==> config.mk <==
export PLATFORM = sky130hd
export DESIGN_NAME = fvse_mac
export DESIGN_NICKNAME = d
export VERILOG_FILES = /design/src/rtl/fvse_pkg.sv /design/src/rtl/fvse_mac.sv
export SDC_FILE = /design/constraint.sdc
export NUM_CORES = 2
export LEC_CHECK = 0
export BUFFER_PORTS_ARGS = -buffer_cell sky130_fd_sc_hd__buf_2
export CAP_MARGIN = 10
export CELL_PAD_IN_SITES_DETAIL_PLACEMENT = 2
export CELL_PAD_IN_SITES_GLOBAL_PLACEMENT = 2
export CORE_MARGIN = 10
export CORE_UTILIZATION = 42
export CTS_BUF_LIST = sky130_fd_sc_hd__clkbuf_4 sky130_fd_sc_hd__clkbuf_8
export DETAILED_ROUTE_END_ITERATION = 16
export HOLD_SLACK_MARGIN = 0.05
export MAX_ROUTING_LAYER = met4
export PLACE_DENSITY = 0.89
export SYNTH_ARGS = -nofsm -noshare
export SYNTH_HDL_FRONTEND = slang
export SYNTH_SLANG_ARGS = --single-unit
==> constraint.sdc <==
create_clock -name i_clk -period 11.5 [get_ports i_clk]
set_clock_uncertainty 0.2 [all_clocks]
set_input_delay 2.3 -clock i_clk [delete_from_list [all_inputs] [get_ports i_clk]]
set_output_delay 2.3 -clock i_clk [all_outputs]
set_load 0.01 [all_outputs]
==> src/rtl/fvse_pkg.sv <==
// ----------------------------------------------------------------------------
// fvse_pkg
// Shared types, codes and tables of the velocity and sideslip estimator.
// ----------------------------------------------------------------------------
package fvse_pkg;

    localparam int MAX_TAPS_DEF     = 16;
    localparam int CORDIC_STEPS_DEF = 16;
    localparam int CORDIC_TAB_LEN   = 24;
    localparam int CORDIC_W         = 36;   // x/y datapath, covers CORDIC gain

    localparam logic [1:0] KIND_POSE = 2'd0;
    localparam logic [1:0] KIND_MODE = 2'd1;
    localparam logic [1:0] KIND_COEF = 2'd2;
    localparam logic [1:0] KIND_NONE = 2'd3;   // unused kind, no effect

    localparam logic [7:0] CFG_TAPS   = 8'd0;
    localparam logic [7:0] CFG_HOFF   = 8'd1;
    localparam logic [7:0] CFG_THR    = 8'd2;
    localparam logic [7:0] CFG_IDEAL  = 8'd3;

    typedef enum logic [3:0] {
        S_IDLE,
        S_DECODE,
        S_PRIME,
        S_FIR_X,
        S_FIR_Y,
        S_DRAIN,
        S_SAT,
        S_SQ_X,
        S_SQ_Y,
        S_SQ_T,
        S_SQ_WAIT,
        S_CMP,
        S_CORD_GO,
        S_CORD_WAIT,
        S_DONE
    } t_state;

    typedef struct packed {
        logic clr;   // zero both accumulators
        logic go;    // start a multiply
        logic sel;   // 0: accumulate into x, 1: into y
    } t_mac_ctl;

    function automatic logic [31:0] atan_lut(input logic [4:0] idx);
        logic [31:0] v;
        case (idx)
            5'd0:  v = 32'h20000000;
            5'd1:  v = 32'h12E4051E;
            5'd2:  v = 32'h09FB385B;
            5'd3:  v = 32'h051111D4;
            5'd4:  v = 32'h028B0D43;
            5'd5:  v = 32'h0145D7E1;
            5'd6:  v = 32'h00A2F61E;
            5'd7:  v = 32'h00517C55;
            5'd8:  v = 32'h0028BE53;
            5'd9:  v = 32'h00145F2F;
            5'd10: v = 32'h000A2F98;
            5'd11: v = 32'h000517CC;
            5'd12: v = 32'h00028BE6;
            5'd13: v = 32'h000145F3;
            5'd14: v = 32'h0000A2FA;
            5'd15: v = 32'h0000517D;
            5'd16: v = 32'h000028BE;
            5'd17: v = 32'h0000145F;
            5'd18: v = 32'h00000A30;
            5'd19: v = 32'h00000518;
            5'd20: v = 32'h0000028C;
            5'd21: v = 32'h00000146;
            5'd22: v = 32'h000000A3;
            5'd23: v = 32'h00000051;
            default: v = 32'h0;
        endcase
        return v;
    endfunction

endpackage

==> src/rtl/fvse_mac.sv <==
// ----------------------------------------------------------------------------
// fvse_mac
// Shared 32x32 signed multiplier with registered product and two accumulators.
// ----------------------------------------------------------------------------
module fvse_mac #(
    parameter int MAX_TAPS = fvse_pkg::MAX_TAPS_DEF,
    localparam int AW = 64 + $clog2(MAX_TAPS + 1) + 1
) (
    input  logic                 i_clk,
    input  logic                 i_rst_n,
    input  fvse_pkg::t_mac_ctl   i_ctl,
    input  logic signed [31:0]   i_a,
    input  logic signed [31:0]   i_b,
    output logic signed [AW-1:0] o_acc_x,
    output logic signed [AW-1:0] o_acc_y
);

    logic signed [63:0]   r_prod;
    logic                 r_pv;
    logic                 r_psel;
    logic signed [AW-1:0] r_acc_x;
    logic signed [AW-1:0] r_acc_y;

    always_ff @(posedge i_clk) begin
        r_prod <= i_a * i_b;
        r_psel <= i_ctl.sel;
    end

    always_ff @(posedge i_clk) begin
        if (!i_rst_n) begin
            r_pv    <= 1'b0;
            r_acc_x <= '0;
            r_acc_y <= '0;
        end else begin
            r_pv <= i_ctl.go;
            if (i_ctl.clr) begin
                r_acc_x <= '0;
                r_acc_y <= '0;
            end else if (r_pv) begin
                if (r_psel) begin
                    r_acc_y <= r_acc_y + AW'(r_prod);
                end else begin
                    r_acc_x <= r_acc_x + AW'(r_prod);
                end
            end
        end
    end

    assign o_acc_x = r_acc_x;
    assign o_acc_y = r_acc_y;

endmodule

* Word level (Yosys, flattened, before mapping)
Index checks and enable logic that the tools add are counted.
** Storage, ports and cells
- Register bits after elaboration :: 206
- Input port bits :: 69
- Logic and storage cells :: 13
** Cells by class
- Add/subtract/negate cells :: 2
- $mul :: 1
- Bitwise gates (word level) :: 2
- Reduce and logical (&&, ||, !) cells :: 3
** Operator list (count)
- adder 70 x 64 -> 70 bit :: 2
- multiplier 32 x 32 -> 64 bit :: 1
- AND reduction 2 bit :: 2
- NOT 1 bit :: 2
- OR reduction 2 bit :: 1

* Logic depth before layout (Yosys ltp)
- Depth in word-level cells :: 2
- Depth in mapped cells :: 29
- Depth with buffers taken out :: 27

* Worst setup path after synthesis
No wires, ideal clock.
- Path type :: input to register
- Start :: in i_b[3]
- End :: reg r_prod[63]
- Library setup time :: 72 ps
- Arrival time :: 10082 ps
- Slack :: 1146 ps
- Stages on the path :: 26
- Path through :: clkbuf_1 -> nand2_1 -> fa_1 -> fa_1 -> inv_1 -> fa_1 -> inv_1 -> fa_1 -> inv_1 -> fa_1 -> fa_1 -> inv_1 -> fa_1 -> fa_1 -> inv_1 -> ha_1 -> a21o_1 -> a21o_1 -> a21o_1 -> or2_2 -> o32a_4 -> a2111oi_4 -> o21ai_1 -> a21o_1 -> a21oi_2 -> xnor2_1
** On the way
- Word-level cells in the longest chain between the ends :: 1
** Ends and longest elaborated chain
- start, declared :: line fvse_mac.sv:13 : input logic signed [31:0] i_b,
- multiplier 32 x 32 -> 64 bit :: line fvse_mac.sv:25 : r_prod <= i_a * i_b;
- end signal, assigned :: line fvse_mac.sv:25
- end, declared :: line fvse_mac.sv:18 : logic signed [63:0] r_prod;
Every way passes these cells.
A chain may end at the register's enable or synchronous reset.

* Worst setup path in the final report
- Start :: in i_a[7]
- End :: reg r_prod[50]
** On the way
- Word-level cells in the longest chain between the ends :: 1
** Ends and longest elaborated chain
- start, declared :: line fvse_mac.sv:12 : input logic signed [31:0] i_a,
- multiplier 32 x 32 -> 64 bit :: line fvse_mac.sv:25
Every way passes these cells.

==> impl_metrics.env <==
export IMPL_final_hold_viol_count=0
export IMPL_post_cts_buffers=0
export IMPL_cts_path_max_buffers=3
export IMPL_setup_viol=0
export IMPL_finalSetupTns_ps=0
export IMPL_timing_critical_path_fanout_max=32
export IMPL_drc_errors=0
export IMPL_synth_area_um2=50130
export IMPL_use_met3_pct=7.027
export IMPL_grt_busiest_layer="met2"
export IMPL_r2r_end="o_acc_y[59]$_SDFFE_PP0P_"
export IMPL_initial_core_util_pct=42.39
export IMPL_overflow=0
export IMPL_synth_common_cells="fa_1 (1084), inv_1 (1026), nand2_1 (804), and2_1 (515), ha_1 (322)"
export IMPL_clock_sinks=206
export IMPL_drtAntennaViolNets=0
export IMPL_port_buffers=208
export IMPL_syn_avg_cell_area_um2=8.853
export IMPL_rsz0062_at_grt="false"
export IMPL_dr_pass1_iters=6
export IMPL_min_period_ps=11480
export IMPL_tightestPinTransition_ps=1200
export IMPL_outcome="finished, final reports clean"
export IMPL_critPathCaptureType="flop"
export IMPL_fp_dieArea_um2=133600
export IMPL_synthCells=5662
export IMPL_post_cts_resized=0
export IMPL_syn_num_nets=7137
export IMPL_synth_most_common_cell="fa_1"
export IMPL_die_y_um=365.5
export IMPL_grt_total_usage_pct=34.98
export IMPL_start_kind="input port"
export IMPL_synth_flop_cell="dfxtp_1"
export IMPL_cts_tree="built"
export IMPL_ys_top_cells_by_area="fa_1 (43%), dfxtp_1 (8.2%), ha_1 (8.0%), inv_1 (7.7%), and2_1 (6.4%)"
export IMPL_fmax_mhz=87.14
export IMPL_wl_per_cell_um=34.54
export IMPL_antenna_found_initial=10
export IMPL_maxCapViolations=0
export IMPL_area_growth_pct=6.078
export IMPL_gp_congestion=0.9500
export IMPL_cp_required_ps=11750
export IMPL_numCtsBuffers=34
export IMPL_r2r_start="r_prod[3]$_DFF_P_"
export IMPL_grt_max_degree=83
export IMPL_synth_distinct_cells=88
export IMPL_drt_initial_drc_count=4631
export IMPL_clkTransAtPathRegs_ps=70
export IMPL_die_w_um=365.5
export IMPL_synth_seq_cells=206
export IMPL_rows=126
export IMPL_clock_latency_ps=600
export IMPL_use_met1_pct=39.84
export IMPL_ys_async_sr_fraction_pct=0
export IMPL_synth_top_area_cell="fa_1"
export IMPL_layout_nets=7142
export IMPL_cts_hold_buf=0
export IMPL_worstSetupStartpoint="i_a[7]"
export IMPL_hold_class="flop to flop"
export IMPL_ys_seq_area_share_pct=8.227
export IMPL_ctsHtreeMaxLevel=2
export IMPL_synth_top_area_share_pct=43.29
export IMPL_drv_slew=0
export IMPL_worst_ep_arrival_time_ps=11730
export IMPL_yosys_warnings=0
export IMPL_vias=45330
export IMPL_hpwl_um=189900
export IMPL_drive_gt1_share_pct=6.187
export IMPL_ios=209
export IMPL_rr_worst_depth=12
export IMPL_period_share_pct=99.79
export IMPL_ff2ff_setup_slack_ps=6820
export IMPL_crit_type="input port to flop"
export IMPL_grt_pass1_wl_um=338900
export IMPL_grt_use_met2_pct=57.76
export IMPL_synth_edf_count=0
export IMPL_avgViaCountPerCell=6.254
export IMPL_crit_path_end="r_prod[50]$_DFF_P_"
export IMPL_drt_wl_total_um=250300
export IMPL_slew_limit_headroom_pct=19.80
export IMPL_cts_root_buf="clkbuf_8"
export IMPL_coreArea_um2=118200
export IMPL_grt_pass1_vias=51190
[placed cells by master, fill, tap and decap left out, types with 9 or more instances in the layout]
cell type and n:
fa_1 1084, inv_1 1026, nand2_1 803, and2_1 514, ha_1 322, a21oi_1 296
buf_2 208, dfxtp_1 206, nor2_1 159, o21ai_0 126, a21o_1 123, xnor2_1 120
xor2_1 59, nand3_1 50, nand4_1 47, buf_4 45, o21bai_1 40, clkbuf_8 38
and3_1 32, a211oi_1 31, nand2b_1 30, a31oi_1 28, o21a_1 28, nor3_1 25
diode_2 22, o21ai_1 15, nor2b_1 15, o211ai_1 14, or3_1 14, o31ai_1 9
[critical path: stages]
cell and delay (ps):
buf_2 730, nand2_1 210, fa_1 580, inv_1 90, fa_1 470, fa_1 520, inv_1 200, fa_1 490
inv_1 210, fa_1 550, fa_1 520, fa_1 700, fa_1 530, ha_1 430, and3_1 260, and3_1 210
o21ai_0 190, a2111oi_1 730, o21ai_0 310, o21ai_1 610, a21boi_1 240, o21bai_1 280, xor2_1 330
[flip-flops by register name, indices dropped and copies added, names as in the netlist]
register,cells
o_acc_x,70
o_acc_y,70
r_prod,64
r_psel,1
r_pv,1
[final cells by class]
cell class                      count  area [um^2]
Clock buffer                       44        568.0
Timing Repair Buffer              253         1379
Sequential cell                   206         4124
Inverter                         1026         3851
Antenna cell                       22        55.05
Multi-Input combinational cell   4146        41090
Clock inverter                     14        186.4
Tap cell                         1536         1922
Fill cell                       12930        65060
[through the flow]
step	area [um^2]	setup slack, ps	instances	utilization, %	hold WS, ps
after global routing	53170	123.2	7246	44.97	284.2
final	53170	23.83	7247	44.97	265.8
after floorplan	50130	1146	5662	-	285.5
after detailed placement	52360	27.83	7167	44.29	263.5
after global placement	52360	921.4	7167	44.29	252.6
after CTS	53120	635.7	7225	44.92	274.4
[logic make-up (layout without fill, tap and decap cells)]
kind of cell | after synthesis | in the layout | share of synthesized area [%]
and+or+nand+nor | 1731 | 1731 | 16.74
adders and majority gates | 1406 | 1406 | 51.33
buffers and inverters | 1310 | 1337 | 9.849
AOI/OAI and AO/OA | 828 | 828 | 10.68
DFF | 206 | 206 | 8.227
xor gates and xnor gates | 179 | 179 | 3.128
muxes | 2 | 2 | 0.03994
other | 0 | 22 | 0
[routing by layer]
| metal | part of all wire (%) | wire length [um] | vias up |
|---|---|---|---|
| met3 | 9.9 | 24890 | 1347 |
| met1 | 35 | 88850 | 23370 |
| li1 | - | - | 17500 |
| met2 | 46 | 116300 | 3115 |
| met5 | 0 | 0 | - |
| met4 | 8.1 | 20330 | 0 |
[worst min path at each step]
stage                              from                        to  slack, ps  cells past startpoint
5_1_grt        o_acc_x[63]$_SDFFE_PP0P_  o_acc_x[63]$_SDFFE_PP0P_        280                      2
2_1_floorplan  o_acc_x[48]$_SDFFE_PP0P_  o_acc_x[48]$_SDFFE_PP0P_        290                      2
6_report       o_acc_x[63]$_SDFFE_PP0P_  o_acc_x[63]$_SDFFE_PP0P_        270                      2
3_3_place_gp   o_acc_x[63]$_SDFFE_PP0P_  o_acc_x[63]$_SDFFE_PP0P_        250                      2
3_5_place_dp   o_acc_x[63]$_SDFFE_PP0P_  o_acc_x[63]$_SDFFE_PP0P_        260                      2
4_1_cts        o_acc_x[63]$_SDFFE_PP0P_  o_acc_x[63]$_SDFFE_PP0P_        270                      2
Power is left out: the tool's default activity adds up to more than one toggle a clock period on the data nets, which glitch-free logic cannot reach.
